**config.mk**
```make
export PLATFORM = sky130hd
export DESIGN_NAME = morse_led_keyer
export DESIGN_NICKNAME = d
export VERILOG_FILES = /design/src/rtl/core/mlk_pkg.sv /design/src/rtl/core/mlk_front.sv /design/src/rtl/core/mlk_cmd_queue.sv /design/src/rtl/core/mlk_back.sv /design/src/rtl/core/morse_led_keyer.sv
export SDC_FILE = /design/constraint.sdc
export NUM_CORES = 1
export LEC_CHECK = 0
export ABC_AREA = 1
export BUFFER_PORTS_ARGS = -buffer_cell sky130_fd_sc_hd__clkbuf_2
export CAP_MARGIN = 20
export CORE_UTILIZATION = 55
export DETAILED_ROUTE_END_ITERATION = 12
export HOLD_SLACK_MARGIN = 0.06
export PLACE_DENSITY = 0.82
export SYNTH_ARGS = -nofsm -noshare
export SYNTH_HDL_FRONTEND = slang
export SYNTH_SLANG_ARGS = --single-unit
```
**constraint.sdc**
```tcl
create_clock -name i_clk -period 3.02 [get_ports i_clk]
set_input_delay 0.604 -clock i_clk [delete_from_list [all_inputs] [get_ports i_clk]]
set_output_delay 0.604 -clock i_clk [all_outputs]
set_load 0.05 [all_outputs]
```
**src/rtl/core/mlk_pkg.sv**
```systemverilog
// Shared types and constants for the Morse LED keyer.
// Holds the command format passed front to back, the timing register set
// and the letter table. No dependencies.
package mlk_pkg;

    // Kind of work a character turns into
    typedef enum logic [1:0] {
        KIND_LETTER = 2'd0,
        KIND_SPACE  = 2'd1,
        KIND_END    = 2'd2,
        KIND_BAD    = 2'd3
    } t_kind;

    // Classified command: symbol count and pattern (first symbol in the
    // highest used bit, 1 = dash)
    typedef struct packed {
        t_kind       kind;
        logic [2:0]  len;
        logic [3:0]  pat;
    } t_cmd;

    // Timing registers, seconds
    typedef struct packed {
        logic [3:0] symbol_on;
        logic [3:0] element_off;
        logic [3:0] letter_gap;
        logic [3:0] word_flash;
        logic [3:0] end_on;
        logic [3:0] end_off;
    } t_times;

    // Register indexes on the config port
    localparam logic [2:0] REG_SYMBOL_ON   = 3'd0;
    localparam logic [2:0] REG_ELEMENT_OFF = 3'd1;
    localparam logic [2:0] REG_LETTER_GAP  = 3'd2;
    localparam logic [2:0] REG_WORD_FLASH  = 3'd3;
    localparam logic [2:0] REG_END_ON      = 3'd4;
    localparam logic [2:0] REG_END_OFF     = 3'd5;

    // Reset values of the timing registers
    localparam t_times TIMES_RESET = '{
        symbol_on:   4'd1,
        element_off: 4'd1,
        letter_gap:  4'd2,
        word_flash:  4'd1,
        end_on:      4'd2,
        end_off:     4'd1
    };

    // Character codes
    localparam logic [7:0] CHAR_SPACE   = 8'h20;
    localparam logic [7:0] CHAR_UPPER_A = 8'h41;
    localparam logic [7:0] CHAR_UPPER_Z = 8'h5A;
    localparam logic [7:0] CHAR_LOWER_A = 8'h61;
    localparam logic [7:0] CHAR_LOWER_Z = 8'h7A;
    localparam logic [7:0] CASE_OFFSET  = 8'h20;

    // Morse table: high nibble symbol count, low nibble pattern
    function automatic logic [7:0] morse_code(input logic [4:0] idx);
        logic [7:0] code;
        case (idx)
            5'd0:    code = 8'h21;  // A
            5'd1:    code = 8'h48;
            5'd2:    code = 8'h4A;
            5'd3:    code = 8'h34;
            5'd4:    code = 8'h10;
            5'd5:    code = 8'h42;
            5'd6:    code = 8'h36;
            5'd7:    code = 8'h40;
            5'd8:    code = 8'h20;
            5'd9:    code = 8'h47;
            5'd10:   code = 8'h35;
            5'd11:   code = 8'h44;
            5'd12:   code = 8'h23;
            5'd13:   code = 8'h22;
            5'd14:   code = 8'h37;
            5'd15:   code = 8'h46;
            5'd16:   code = 8'h4D;
            5'd17:   code = 8'h32;
            5'd18:   code = 8'h30;
            5'd19:   code = 8'h11;
            5'd20:   code = 8'h31;
            5'd21:   code = 8'h41;
            5'd22:   code = 8'h33;
            5'd23:   code = 8'h49;
            5'd24:   code = 8'h4B;
            5'd25:   code = 8'h4C;  // Z
            default: code = 8'h00;
        endcase
        return code;
    endfunction

endpackage

```
**src/rtl/core/mlk_front.sv**
```systemverilog
// Front end of the keyer: classifies one character into a command.
// Depends on mlk_pkg for the command type and the Morse table.
module mlk_front (
    input  logic              i_mode,
    input  logic [7:0]        i_char_code,
    output mlk_pkg::t_cmd     o_cmd
);

    logic [7:0] w_upper;
    logic [7:0] w_offset;
    logic [7:0] w_code;
    logic       w_is_letter;

    // Fold lower case onto upper case
    always_comb begin
        if (i_char_code >= mlk_pkg::CHAR_LOWER_A && i_char_code <= mlk_pkg::CHAR_LOWER_Z) begin
            w_upper = i_char_code - mlk_pkg::CASE_OFFSET;
        end else begin
            w_upper = i_char_code;
        end
    end

    assign w_is_letter = (w_upper >= mlk_pkg::CHAR_UPPER_A) &&
                         (w_upper <= mlk_pkg::CHAR_UPPER_Z);
    assign w_offset    = w_upper - mlk_pkg::CHAR_UPPER_A;
    assign w_code      = mlk_pkg::morse_code(w_offset[4:0]);

    // Classification
    always_comb begin
        o_cmd.len = w_code[6:4];
        o_cmd.pat = w_code[3:0];
        if (i_mode) begin
            o_cmd.kind = mlk_pkg::KIND_END;
        end else if (i_char_code == mlk_pkg::CHAR_SPACE) begin
            o_cmd.kind = mlk_pkg::KIND_SPACE;
        end else if (w_is_letter) begin
            o_cmd.kind = mlk_pkg::KIND_LETTER;
        end else begin
            o_cmd.kind = mlk_pkg::KIND_BAD;
        end
    end

endmodule

```
**src/rtl/core/mlk_cmd_queue.sv**
```systemverilog
// Two-entry command queue between the keyer front and back ends.
// Depends on mlk_pkg for the command type.
module mlk_cmd_queue (
    input  logic              i_clk,
    input  logic              i_rst_n,
    input  logic              i_push,
    input  mlk_pkg::t_cmd     i_cmd,
    input  logic              i_pop,
    output mlk_pkg::t_cmd     o_cmd,
    output logic              o_full,
    output logic              o_empty
);

    mlk_pkg::t_cmd r_mem [2];
    logic          r_wr_ptr;
    logic          r_rd_ptr;
    logic [1:0]    r_count;

    assign o_full  = (r_count == 2'd2);
    assign o_empty = (r_count == 2'd0);
    assign o_cmd   = r_mem[r_rd_ptr];

    // Storage
    always_ff @(posedge i_clk) begin
        if (i_push) begin
            r_mem[r_wr_ptr] <= i_cmd;
        end
    end

    // Pointers and fill count
    always_ff @(posedge i_clk) begin
        if (!i_rst_n) begin
            r_wr_ptr <= 1'b0;
            r_rd_ptr <= 1'b0;
            r_count  <= 2'd0;
        end else begin
            if (i_push) begin
                r_wr_ptr <= ~r_wr_ptr;
            end
            if (i_pop) begin
                r_rd_ptr <= ~r_rd_ptr;
            end
            case ({i_push, i_pop})
                2'b10:   r_count <= r_count + 2'd1;
                2'b01:   r_count <= r_count - 2'd1;
                default: r_count <= r_count;
            endcase
        end
    end

endmodule

```
**src/rtl/core/mlk_back.sv**
```systemverilog
// Back end of the keyer: plays one command out as LED steps, one per cycle.
// Depends on mlk_pkg for the command and timing types.
module mlk_back (
    input  logic              i_clk,
    input  logic              i_rst_n,
    input  mlk_pkg::t_times   i_times,
    input  mlk_pkg::t_cmd     i_cmd,
    input  logic              i_empty,
    output logic              o_pop,
    output logic              o_valid,
    output logic              o_red_on,
    output logic              o_yellow_on,
    output logic              o_green_on,
    output logic [3:0]        o_hold_time,
    output logic              o_bad_char,
    output logic              o_last
);

    mlk_pkg::t_cmd r_cmd;
    logic          r_active;
    logic [3:0]    r_step;

    logic       w_last_step;
    logic [2:0] w_bit;
    logic       w_dash;
    logic       n_red;
    logic       n_yellow;
    logic       n_green;
    logic [3:0] n_hold;
    logic       n_bad;

    // Final step of the current command
    always_comb begin
        case (r_cmd.kind)
            mlk_pkg::KIND_LETTER: w_last_step = (r_step == {r_cmd.len, 1'b0});
            mlk_pkg::KIND_SPACE:  w_last_step = (r_step == 4'd1);
            mlk_pkg::KIND_END:    w_last_step = (r_step == 4'd1);
            default:              w_last_step = 1'b1;
        endcase
    end

    assign o_pop  = !i_empty && (!r_active || w_last_step);
    assign w_bit  = r_cmd.len - 3'd1 - r_step[3:1];
    assign w_dash = r_cmd.pat[w_bit[1:0]];

    // Step decode
    always_comb begin
        n_red    = 1'b0;
        n_yellow = 1'b0;
        n_green  = 1'b0;
        n_hold   = 4'd0;
        n_bad    = 1'b0;
        case (r_cmd.kind)
            mlk_pkg::KIND_LETTER: begin
                if (w_last_step) begin
                    n_hold = i_times.letter_gap;
                end else if (r_step[0]) begin
                    n_hold = i_times.element_off;
                end else begin
                    n_red    = !w_dash;
                    n_yellow = w_dash;
                    n_hold   = i_times.symbol_on;
                end
            end
            mlk_pkg::KIND_SPACE: begin
                n_green = (r_step == 4'd0);
                n_hold  = (r_step == 4'd0) ? i_times.word_flash : i_times.element_off;
            end
            mlk_pkg::KIND_END: begin
                n_green = (r_step == 4'd0);
                n_hold  = (r_step == 4'd0) ? i_times.end_on : i_times.end_off;
            end
            default: begin
                n_bad = 1'b1;
            end
        endcase
    end

    // Sequencer
    always_ff @(posedge i_clk) begin
        if (!i_rst_n) begin
            r_active <= 1'b0;
            r_step   <= 4'd0;
            o_valid  <= 1'b0;
        end else begin
            o_valid <= r_active;
            if (o_pop) begin
                r_active <= 1'b1;
                r_step   <= 4'd0;
            end else if (r_active && w_last_step) begin
                r_active <= 1'b0;
            end else if (r_active) begin
                r_step <= r_step + 4'd1;
            end
        end
    end

    // Command and output payload
    always_ff @(posedge i_clk) begin
        if (o_pop) begin
            r_cmd <= i_cmd;
        end
        o_red_on    <= n_red;
        o_yellow_on <= n_yellow;
        o_green_on  <= n_green;
        o_hold_time <= n_hold;
        o_bad_char  <= n_bad;
        o_last      <= w_last_step;
    end

    // At most one LED lit per step
    a_one_led: assert property (@(posedge i_clk) disable iff (!i_rst_n)
        o_valid |-> $countones({o_red_on, o_yellow_on, o_green_on}) <= 1)
        else $error("more than one LED lit");

    // A bad character is a single dark step of zero length
    a_bad_step: assert property (@(posedge i_clk) disable iff (!i_rst_n)
        (o_valid && o_bad_char) |-> (o_last && o_hold_time == 4'd0 &&
                                     !o_red_on && !o_yellow_on && !o_green_on))
        else $error("bad character step malformed");

    // A command mid-way always delivers a non-final step next
    a_no_gap: assert property (@(posedge i_clk) disable iff (!i_rst_n)
        (r_active && !w_last_step) |=> (o_valid && !o_last))
        else $error("step sequence broken");

endmodule

```
**src/rtl/core/morse_led_keyer.sv**
```systemverilog
// Top level of the Morse LED keyer: config registers, front, queue, back.
// Depends on mlk_pkg, mlk_front, mlk_cmd_queue and mlk_back.
//
// Usage:
//   Input: drive i_mode and i_char_code and raise i_start; the character is
//   taken at a clock edge where i_start is high and o_busy is low.
//   Output: each LED step appears for one cycle with o_valid high; o_last
//   marks the final step of a character. The receiver cannot stall.
//   A letter gives 2*n+1 steps (n symbols, n up to 4), a space or end of
//   message gives 2, any other character one step flagged o_bad_char.
//   A character passes through the command queue and the back-end command
//   register before its steps are registered onto the outputs. The back
//   end emits one step per cycle, without a bubble between characters when
//   the next is queued; the two-entry queue accepts while the back plays.
//   o_busy is high only while the queue is full.
//   Config: i_cfg_we writes i_cfg_data to timing register i_cfg_index
//   (0 symbol on, 1 element off, 2 letter gap, 3 word flash, 4 end on,
//   5 end off); other indexes are ignored. Write only while idle.
//   Reset: synchronous active low; empties the queue, stops the sequencer
//   and restores the default times.
module morse_led_keyer (
    input  logic       i_clk,
    input  logic       i_rst_n,
    input  logic       i_start,
    output logic       o_busy,
    input  logic       i_mode,
    input  logic [7:0] i_char_code,
    input  logic       i_cfg_we,
    input  logic [2:0] i_cfg_index,
    input  logic [3:0] i_cfg_data,
    output logic       o_valid,
    output logic       o_red_on,
    output logic       o_yellow_on,
    output logic       o_green_on,
    output logic [3:0] o_hold_time,
    output logic       o_bad_char,
    output logic       o_last
);

    mlk_pkg::t_times r_times;
    mlk_pkg::t_cmd   w_front_cmd;
    mlk_pkg::t_cmd   w_queue_cmd;
    logic            w_full;
    logic            w_empty;
    logic            w_push;
    logic            w_pop;

    assign o_busy = w_full;
    assign w_push = i_start && !w_full;

    // Timing registers
    always_ff @(posedge i_clk) begin
        if (!i_rst_n) begin
            r_times <= mlk_pkg::TIMES_RESET;
        end else if (i_cfg_we) begin
            case (i_cfg_index)
                mlk_pkg::REG_SYMBOL_ON:   r_times.symbol_on   <= i_cfg_data;
                mlk_pkg::REG_ELEMENT_OFF: r_times.element_off <= i_cfg_data;
                mlk_pkg::REG_LETTER_GAP:  r_times.letter_gap  <= i_cfg_data;
                mlk_pkg::REG_WORD_FLASH:  r_times.word_flash  <= i_cfg_data;
                mlk_pkg::REG_END_ON:      r_times.end_on      <= i_cfg_data;
                mlk_pkg::REG_END_OFF:     r_times.end_off     <= i_cfg_data;
                default:                  r_times <= r_times;
            endcase
        end
    end

    mlk_front u_front (
        .i_mode      (i_mode),
        .i_char_code (i_char_code),
        .o_cmd       (w_front_cmd)
    );

    mlk_cmd_queue u_queue (
        .i_clk   (i_clk),
        .i_rst_n (i_rst_n),
        .i_push  (w_push),
        .i_cmd   (w_front_cmd),
        .i_pop   (w_pop),
        .o_cmd   (w_queue_cmd),
        .o_full  (w_full),
        .o_empty (w_empty)
    );

    mlk_back u_back (
        .i_clk       (i_clk),
        .i_rst_n     (i_rst_n),
        .i_times     (r_times),
        .i_cmd       (w_queue_cmd),
        .i_empty     (w_empty),
        .o_pop       (w_pop),
        .o_valid     (o_valid),
        .o_red_on    (o_red_on),
        .o_yellow_on (o_yellow_on),
        .o_green_on  (o_green_on),
        .o_hold_time (o_hold_time),
        .o_bad_char  (o_bad_char),
        .o_last      (o_last)
    );

endmodule
```
==> flow_summary.json, run 1 <==
{
  "dpl_cell_area_sq_um": 3810,
  "avgViaCountPerCell": 5.34,
  "numPortBuffers": 30,
  "wl_per_cell_um": 12.9,
  "clkPwrFrac_pct": 22.2,
  "post-route-drc-count": 0,
  "dr.pass1.iters": 5,
  "gp_congestion": 0.953,
  "cts_resized": 0,
  "finalPower_uw": 3240,
  "diodes": 0,
  "criticalPathCategory": "reg -> reg",
  "fin_nets": 506,
  "synthMuxAreaShare_pct": 3.92,
  "finish.instance_area_sq_um": 4000,
  "grt.overflow.total": 0,
  "maxSlewViolCount": 0,
  "yosysMostFrequentCell": "nand2_1",
  "reg2regPathDepth": 17,
  "timing.slew.headroom_pct": 51.9,
  "maxCapViolations": 0,
  "drtAntennaViolNets": 0,
  "grt_max_degree": 32,
  "arrival_ns": 2.86,
  "swShare_pct": 40.1,
  "via_count": 2937,
  "synthCells": 433,
  "synthToLayoutAreaGrowth_pct": 10.9,
  "yosys.area.top_type": "dfxtp_1",
  "min_to": "r_times[0]$_SDFFE_PN1P_",
  "fin_crit_ns": 2.57,
  "synth.avg_cell_area_sq_um": 8.34,
  "synth_area_leaders": "dfxtp_1 (24%), edfxtp_1 (22%), nand2_1 (7.3%), nor2_1 (6.9%), ha_1 (6.2%)",
  "setup_tns_ns": 0,
  "peakVddDrop_mv": 0.727,
  "drive_gt1_share_pct": 16.9,
  "worstPathMaxFanout": 11,
  "die_width_um": 83.0,
  "min-delay-start": "r_times[0]$_SDFFE_PN1P_",
  "max_freq_mhz": 389,
  "cts_root_buf": "clkbuf_8",
  "synth_fp_nets": 471,
  "synth_top_family_by_area": "simple AND/OR/NAND/NOR gates",
  "r2r_end": "u_queue.r_count[1]$_SDFFE_PN0P_",
  "synthTopCellsByCount": "nand2_1 (70), nor2_1 (66), inv_1 (52), o21ai_0 (44), dfxtp_1 (43)",
  "post-place-ws_ns": 0.451,
  "cts_hold_buffers": 0,
  "slowest_stage": "edfxtp_1",
  "grt_pass1_vias": 2775,
  "clock_skew_ns": 0.00652,
  "power_frac_comb_pct": 37.1,
  "core_sq_um": 6350,
  "holdPathStages": 2,
  "cp_common_cell": "nand2_1",
  "worst_slack_ns": 0.448,
  "intPower_uw": 1940,
  "clockBufferDepth": 2,
  "critPathRequiredTime_ns": 3.31,
  "multi_input_area_sq_um": 1670,
  "grt_setup_unrepaired": "false",
  "dp_hpwl_um": 5320,
  "synth_xor_area_share_pct": 1.66,
  "clkTransAtPathRegs_ns": 0.08,
  "die_h_um": 83.0,
  "p_per_area_nw_per_um2": 809,
  "reg2reg_from": "u_back.r_cmd[7]$_DFFE_PP_",
  "yosysUniqueCellTypes": 35,
  "die_area_sq_um": 6890,
  "async_flop_share_pct": 0,
  "synth_compound_area_share_pct": 11.2,
  "synth_simple_gate_area_share_pct": 23.2,
  "synth_seq_area_share_pct": 46.3,
  "crit_family": "simple AND/OR/NAND/NOR gates",
  "clock_sinks": 70,
  "yosys_warnings": 0,
  "antenna_found_initial": 0,
  "ys.flop_type": "dfxtp_1",
  "max_stage_delay_ns": 0.39,
  "syn-cell-area_sq_um": 3610,
  "status": "finished clean",
  "cts_tree": "built",
  "leakagePower_uw": 0.00180,
  "seqCellArea_sq_um": 1670,
  "hold_viol": 0,
  "num_rows": 29,
  "setup_viol": 0,
  "p_switching_uw": 1300,
  "post_cts_buffers": 0,
  "htree_levels": 3,
  "synth-seq-cells": 70,
  "routed_wl_um": 7090,
  "path_buf_inv": 4,
  "initial_utilization_pct": 56.9,
  "hold_path.class": "reg -> reg",
  "rrSetupSlack_ns": 0.45,
  "track_usage_pct": 22.7,
  "fillers": 532,
  "io_pins": 31,
  "post-route-period-util_pct": 85.2,
  "synthAdderAreaFrac_pct": 6.24,
  "pwr-share-seq_pct": 40.7,
  "cp-start-kind": "register",
  "path_cells": "inv_1 > ha_1 > inv_2 > nand2_1 > nand2_1 > nand2_1 > nor2_2 > nand2_4 > nand3_4 > nand2_4 > inv_2 > ha_1 > inv_1 > nand2_1 > nor2_1 > o21ai_0 > a21oi_1",
  "cp-end-kind": "register",
  "tightestPinTransition_ns": 0.719,
  "grt_first_pass_wirelength_um": 12600,
  "insertion_delay_ns": 0.35,
  "synth_edf_count": 27,
  "first_iter_violations": 207,
  "yosysTopAreaCellShare_pct": 23.8,
  "cts_buffers": 9
}
power by group through the flow:
stage	combinational, uW	clock (uW)	sequential, uW
CTS	1210	727	1320
global placement	1160	0	1330
global route	1340	769	1340
detailed placement	1200	0	1340
floorplan	813	0	1480
finish	1200	719	1320
worst max path at each step:
stage	cells past startpoint	slack [ns]	from	endpoint
2_1_floorplan	17	0.73	u_back.r_cmd[7]$_DFFE_PP_	u_queue.r_count[1]$_SDFFE_PN0P_
3_3_place_gp	17	0.60	u_back.r_cmd[7]$_DFFE_PP_	u_queue.r_count[1]$_SDFFE_PN0P_
3_5_place_dp	17	0.45	u_back.r_cmd[7]$_DFFE_PP_	u_queue.r_count[1]$_SDFFE_PN0P_
4_1_cts	17	0.43	u_back.r_cmd[7]$_DFFE_PP_	u_queue.r_count[1]$_SDFFE_PN0P_
5_1_grt	17	0.15	u_back.r_cmd[7]$_DFFE_PP_	u_queue.r_count[1]$_SDFFE_PN0P_
6_report	17	0.45	u_back.r_cmd[7]$_DFFE_PP_	u_queue.r_count[1]$_SDFFE_PN0P_
worst min-delay path: stages, from the launching register on:
cell and delay, ns:
dfxtp_1 0.33, nand2_1 0.05, nand3_1 0.05
per-layer routing:
metal	GRT usage (%)	wire [um]	up-vias
met4	11.0	131	0
met1	28.7	3080	1331
li1	-	-	1496
met5	0	0	-
met2	37.6	3480	100
met3	3.78	401	10
final cells by class:
class | instances | share of cell area, %
Clock buffer | 11 | 3.78
Clock inverter | 5 | 1.00
Inverter | 58 | 5.44
Multi-Input combinational cell | 298 | 41.7
Sequential cell | 70 | 41.7
Tap cell | 77 | 2.41
Timing Repair Buffer | 31 | 3.94
flip-flops by register name (all words and copies together), names as in the netlist:
signal,count
r_times,24
u_back.o_bad_char,1
u_back.o_green_on,1
u_back.o_hold_time,4
u_back.o_last,1
u_back.o_red_on,1
u_back.o_valid,1
u_back.o_yellow_on,1
u_back.r_active,1
u_back.r_cmd,9
u_back.r_step,4
u_queue.r_count,2
u_queue.r_mem,18
u_queue.r_rd_ptr,1
u_queue.r_wr_ptr,1
kinds of logic (layout without fill, tap and decap cells):
group	count (synthesis)	in the layout
buffers and inverters	65	105
adder cells (fa/ha/maj)	18	18
AND/OR/NAND/NOR	187	187
flip-flops	70	70
AO/OA/AOI/OAI	74	74
XOR/XNOR	6	6
multiplexers	13	13
cells in the final DEF, fill, tap and decap left out, types with 3 or more instances in the layout:
cell type  instances
nand2_1           70
nor2_1            66
inv_1             52
o21ai_0           44
dfxtp_1           43
nand3_1           31
clkbuf_2          30
edfxtp_1          27
ha_1              18
a21oi_1           14
clkbuf_8          11
mux2_2             9
inv_2              6
o22ai_1            5
nor2_2             4
nand2_4            4
mux2i_1            4
xor2_1             4
nor3_1             3
a21oi_2            3
stage by stage:
step,util (%),hold slack [ns],instances
6_report,63.1,0.467,550
5_1_grt,63.1,0.489,550
4_1_cts,63.1,0.470,550
3_5_place_dp,60.0,0.455,534
3_3_place_gp,60.0,0.450,534
2_1_floorplan,-,0.424,433
(Power assumes the default switching activity.)
==> run 2: changes to the inputs <==
Settings changed: ABC_AREA 1 to default.
==> run 2 against run 1 <==
Power fell by 2.5%. Setup slack worse by 0.054 ns. Die area is 1.5% higher. Clock skew up 0.0094 ns. Clock power up 18%. Utilization rose by 1.2 points. Routed wire length rose by 2.4%. Critical path depth is 8 lower. Global-route usage down 1.1 points. Sequential power is essentially flat. Count of clock-buffer cells in the layout decreased by 2.
==> flow_summary.json, run 2 <==
{
  "status": "finished clean",
  "setup_viol": 0,
  "grt.overflow.total": 0,
  "io_pins": 31,
  "avgViaCountPerCell": 5.78,
  "synth_seq_area_share_pct": 45.6,
  "grt_setup_unrepaired": "false",
  "grt_pass1_vias": 2480,
  "crit_family": "simple AND/OR/NAND/NOR gates",
  "initial_utilization_pct": 57.4,
  "clkTransAtPathRegs_ns": 0.09,
  "post-route-drc-count": 0,
  "numPortBuffers": 30,
  "path_cells": "inv_1 > ha_1 > nand3b_1 > a222oi_1 > a21oi_1 > nor2_1 > ha_1 > or3_1 > a21boi_0",
  "tightestPinTransition_ns": 0.987,
  "timing.slew.headroom_pct": 33.7,
  "crit_start": "u_back.r_cmd[8]$_DFFE_PP_",
  "max_stage_delay_ns": 0.39,
  "criticalPathCategory": "reg -> reg",
  "drive_gt1_share_pct": 21.2,
  "insertion_delay_ns": 0.35,
  "yosysUniqueCellTypes": 54,
  "yosys_warnings": 0,
  "diodes": 0,
  "finalNonFillerCells": 454,
  "antenna_found_initial": 0,
  "synthCells": 344,
  "yosysTopAreaCellShare_pct": 23.5,
  "fin_crit_ns": 2.63,
  "gp_congestion": 0.878,
  "maxSlewViolCount": 0,
  "grt_max_degree": 38,
  "clock_sinks": 70,
  "path_buf_inv": 1,
  "die_width_um": 83.7,
  "min-delay-start": "r_times[5]$_SDFFE_PN1P_",
  "num_rows": 29,
  "cts_buffers": 9,
  "synth_edf_count": 27,
  "final_cell_mix": "dfxtp_1 (43), mux2i_1 (31), clkbuf_2 (30)",
  "post_cts_buffers": 0,
  "htree_levels": 3,
  "critPathRequiredTime_ns": 3.30,
  "final_common_cell": "dfxtp_1",
  "cts_tree": "built",
  "synth.avg_cell_area_sq_um": 10.7,
  "drtAntennaViolNets": 0,
  "largest_reg_flops": 24,
  "cp-end-kind": "register",
  "hold_path.class": "reg -> reg",
  "first_iter_violations": 203,
  "track_usage_pct": 21.5,
  "cp_common_cell": "ha_1",
  "post-place-cells": 438,
  "largestRegisters": "r_times (24), u_queue.r_mem (18), u_back.r_cmd (9)",
  "dp_hpwl_um": 5280,
  "cts_root_buf": "clkbuf_8",
  "synthToLayoutAreaGrowth_pct": 11.8,
  "async_flop_share_pct": 0,
  "core_sq_um": 6390,
  "routed_wl_um": 7260,
  "ys.flop_type": "dfxtp_1",
  "cp-start-kind": "register",
  "synth_fp_nets": 382,
  "fin_nets": 410,
  "die_h_um": 83.7,
  "leakagePower_uw": 0.00165,
  "yosys.area.top_type": "dfxtp_1",
  "cts_resized": 0,
  "worstPathMaxFanout": 3,
  "hold_viol": 0,
  "dr.pass1.iters": 4,
  "yosysMostFrequentCell": "dfxtp_1",
  "via_count": 2624,
  "die_area_sq_um": 7000,
  "synth-seq-cells": 70,
  "setup_tns_ns": 0,
  "wl_per_cell_um": 16.0,
  "arrival_ns": 2.91,
  "synthTopCellsByCount": "dfxtp_1 (43), mux2i_1 (31), edfxtp_1 (27), nor2b_1 (25), nand2_1 (22)",
  "synth_area_leaders": "dfxtp_1 (23%), edfxtp_1 (22%), mux2i_1 (8.5%), ha_1 (6.1%), mux2_2 (6.1%)",
  "maxCapViolations": 0,
  "reg2reg_from": "u_back.r_cmd[8]$_DFFE_PP_",
  "top_register": "r_times",
  "p_per_area_nw_per_um2": 769,
  "syn-cell-area_sq_um": 3670,
  "peakVddDrop_mv": 0.701,
  "post-route-period-util_pct": 87.0,
  "grt_first_pass_wirelength_um": 11900,
  "clock_skew_ns": 0.0159,
  "max_freq_mhz": 381,
  "cts_hold_buffers": 0,
  "slowest_stage": "edfxtp_1",
  "clockBufferDepth": 2
}
-- run 2: worst reg2reg max path: cells and delay by family (launching register included) --
| family | cells | cell delay, ns |
|---|---|---|
| AO/OA/AOI/OAI | 3 | 0.66 |
| adder cells (fa/ha/maj) | 2 | 0.66 |
| buffers and inverters | 1 | 0.08 |
| flip-flops | 1 | 0.39 |
| AND/OR/NAND/NOR | 3 | 0.77 |
-- run 2: path summary, 6_finish.rpt --
kind                            cells after the start                               to  slack (ns)
worst max-delay path                                9  u_queue.r_count[1]$_SDFFE_PN0P_        0.39
worst min-delay path                                2          r_times[5]$_SDFFE_PN1P_        0.49
worst max register to register                      9  u_queue.r_count[1]$_SDFFE_PN0P_        0.39
worst min register to register                      2          r_times[5]$_SDFFE_PN1P_        0.49
-- run 2: area by class of cell --
type	count	area (sq um)
clock buffer	9	124
clock inverter	7	101
fill	494	2280
inverter	12	45.0
multi-input combinational	243	1870
sequential	70	1670
tap	77	96.3
timing repair buffer	36	195
-- run 2: cells by family (layout without fill, tap and decap cells) --
family                   Yosys count  after routing  synth area share [%]
AND/OR/NAND/NOR                  101            101                  15.7
flip-flops                        70             70                  45.6
AO/OA/AOI/OAI                     63             63                  11.6
multiplexers                      53             53                  15.5
buffers and inverters             31             64                  3.48
adder cells (fa/ha/maj)           18             18                  6.14
XOR/XNOR                           8              8                  1.91
-- run 2: layer usage --
layer / track usage, % / part of all wire [%]
met3: 4.06 / 5.0
met1: 28.3 / 45
met5: 0 / 0
met2: 35.0 / 48
met4: 8.78 / 1.8
-- run 2: stage by stage --
step | utilization (%) | hold WS (ns) | power [uW] | setup slack [ns] | area, sq um
2_1_floorplan | - | 0.431 | 2060 | 0.132 | 3670
3_5_place_dp | 60.7 | 0.473 | 2330 | 0.340 | 3880
3_3_place_gp | 60.7 | 0.452 | 2290 | 0.418 | 3880
5_1_grt | 64.2 | 0.518 | 3320 | 0.171 | 4100
4_1_cts | 64.2 | 0.495 | 3170 | 0.413 | 4100
6_report | 64.2 | 0.489 | 3150 | 0.394 | 4100
-- run 2: where the power goes --
group	internal (uW)	leakage, uW	switching, uW	total (uW)
Sequential	1200	0.000603	122	1320
Clock	475	0.000115	374	849
Combinational	397	0.000932	592	989
==> run 3: changes to the inputs <==
Settings changed: PLACE_DENSITY 0.82 to 0.73.
==> run 3 against run 2 <==
Combinational power down 0.4%. Final area down 0.40%. Sequential power about the same. Setup slack better by 0.078 ns. Largest cell class unchanged.
==> flow_summary.json, run 3 (synthesis gave the netlist of run 2 again) <==
{
  "numPortBuffers": 30,
  "fillers": 522,
  "die_area_sq_um": 7000,
  "core_sq_um": 6390,
  "setup_viol": 0,
  "cts_resized": 0,
  "swShare_pct": 34.4,
  "post_cts_buffers": 0,
  "slowest_stage": "edfxtp_1",
  "grt_setup_unrepaired": "false",
  "track_usage_pct": 21.1,
  "routed_wl_um": 7020,
  "antenna_found_initial": 0,
  "hold_path.class": "reg -> reg",
  "fin_nets": 409,
  "clock_sinks": 70,
  "criticalPathCategory": "reg -> reg",
  "finalPower_uw": 3090,
  "clock_skew_ns": 0.00949,
  "insertion_delay_ns": 0.35,
  "cts_buffers": 9,
  "diodes": 0,
  "largestRegisters": "r_times (24), u_queue.r_mem (18), u_back.r_cmd (9)",
  "final_cell_mix": "dfxtp_1 (43), mux2i_1 (31), clkbuf_2 (30)",
  "timing.slew.headroom_pct": 39.0,
  "hold_viol": 0,
  "synthToLayoutAreaGrowth_pct": 11.4,
  "pwr-share-seq_pct": 42.3,
  "cp-end-kind": "register",
  "grt_first_pass_wirelength_um": 11500,
  "via_count": 2564,
  "gp_congestion": 0.873,
  "p_per_area_nw_per_um2": 757,
  "initial_utilization_pct": 57.4,
  "avgViaCountPerCell": 5.66,
  "max_freq_mhz": 392,
  "largest_reg_flops": 24,
  "htree_levels": 3,
  "grt_pass1_vias": 2399,
  "status": "finished clean",
  "grt.overflow.total": 0,
  "maxCapViolations": 0,
  "fin_crit_ns": 2.55,
  "drtAntennaViolNets": 0,
  "final_util_pct": 64.0,
  "whs_ns": 0.480,
  "post-place-cells": 437,
  "cts_tree": "built",
  "peakVddDrop_mv": 0.637,
  "maxSlewViolCount": 0,
  "path_cells": "inv_1 > ha_1 > nand3b_1 > a222oi_1 > a21oi_1 > nor2_1 > ha_1 > or3_1 > a21boi_0",
  "intPower_uw": 2030,
  "cp_common_cell": "ha_1",
  "io_pins": 31,
  "multi_input_area_sq_um": 1870,
  "die_h_um": 83.7,
  "cts_hold_buffers": 0,
  "grt_max_degree": 38,
  "drive_gt1_share_pct": 21.0,
  "leakagePower_uw": 0.00164,
  "wl_per_cell_um": 15.5,
  "arrival_ns": 2.82,
  "first_iter_violations": 98,
  "post-route-drc-count": 0,
  "tightestPinTransition_ns": 0.908,
  "clkTransAtPathRegs_ns": 0.08,
  "cp-start-kind": "register",
  "p_switching_uw": 1060,
  "die_width_um": 83.7,
  "num_rows": 29,
  "worstPathMaxFanout": 3,
  "critPathRequiredTime_ns": 3.29,
  "cts_root_buf": "clkbuf_8",
  "post-route-period-util_pct": 84.4,
  "finalNonFillerCells": 453,
  "dr.pass1.iters": 4,
  "max_stage_delay_ns": 0.39,
  "dp_hpwl_um": 4920,
  "clkPwrFrac_pct": 25.8,
  "final_common_cell": "dfxtp_1",
  "top_register": "r_times",
  "setup_tns_ns": 0,
  "power_frac_comb_pct": 31.9,
  "clockBufferDepth": 2,
  "seqCellArea_sq_um": 1670
}
-- run 3: changes by cell type in the layout (fill, tap and decap cells not counted), sizes merged --
cell / previous run / this run
clkinv: 1 / 4
bufinv: 2 / 1
inv: 16 / 13
buf: 6 / 5
clkbuf: 39 / 40
-- run 3: power groups by stage --
| stage | combinational, uW | sequential (uW) | clock [uW] |
|---|---|---|---|
| global route | 1060 | 1330 | 855 |
| CTS | 986 | 1310 | 812 |
| finish | 985 | 1310 | 798 |
| floorplan | 649 | 1420 | 0 |
| detailed placement | 979 | 1330 | 0 |
| global placement | 964 | 1320 | 0 |
-- run 3: final timing paths --
| path | cells past startpoint | from | endpoint | slack (ns) |
|---|---|---|---|---|
| setup / recovery | 9 | u_back.r_cmd[7]$_DFFE_PP_ | u_queue.r_count[1]$_SDFFE_PN0P_ | 0.47 |
| hold / removal | 2 | r_times[0]$_SDFFE_PN1P_ | r_times[0]$_SDFFE_PN1P_ | 0.48 |
| setup reg to reg | 9 | u_back.r_cmd[7]$_DFFE_PP_ | u_queue.r_count[1]$_SDFFE_PN0P_ | 0.47 |
| hold reg to reg | 2 | r_times[0]$_SDFFE_PN1P_ | r_times[0]$_SDFFE_PN1P_ | 0.48 |
-- run 3: final cells by class --
cell class | count | share of cell area (%)
timing repair buffer | 35 | 4.59
clock inverter | 6 | 1.65
multi-input combinational | 243 | 45.7
inverter | 12 | 1.10
clock buffer | 10 | 3.64
sequential | 70 | 40.9
tap | 77 | 2.36
-- run 3: stage by stage --
| step | instance area, sq um | worst slack [ns] |
|---|---|---|
| after floorplan | 3670 | 0.132 |
| final | 4090 | 0.472 |
| after detailed placement | 3870 | 0.292 |
| after CTS | 4090 | 0.465 |
| after global placement | 3870 | 0.321 |
| after global routing | 4090 | 0.279 |
-- run 3: critical path: cells and delay by family, from the launching register on --
family / cells / cell delay [ns]
buffers and inverters: 1 / 0.08
adder cells (fa/ha/maj): 2 / 0.62
flip-flops: 1 / 0.39
AO/OA/AOI/OAI: 3 / 0.71
AND/OR/NAND/NOR: 3 / 0.67
-- run 3: layer usage --
layer	global-route usage (%)	part of all wire, %	vias up	routed length, um
met5	0	0	-	0
met4	8.63	1.5	0	102
met3	5.93	4.0	9	281
met2	33.0	47	54	3280
met1	27.7	48	1201	3350
li1	-	-	1300	-
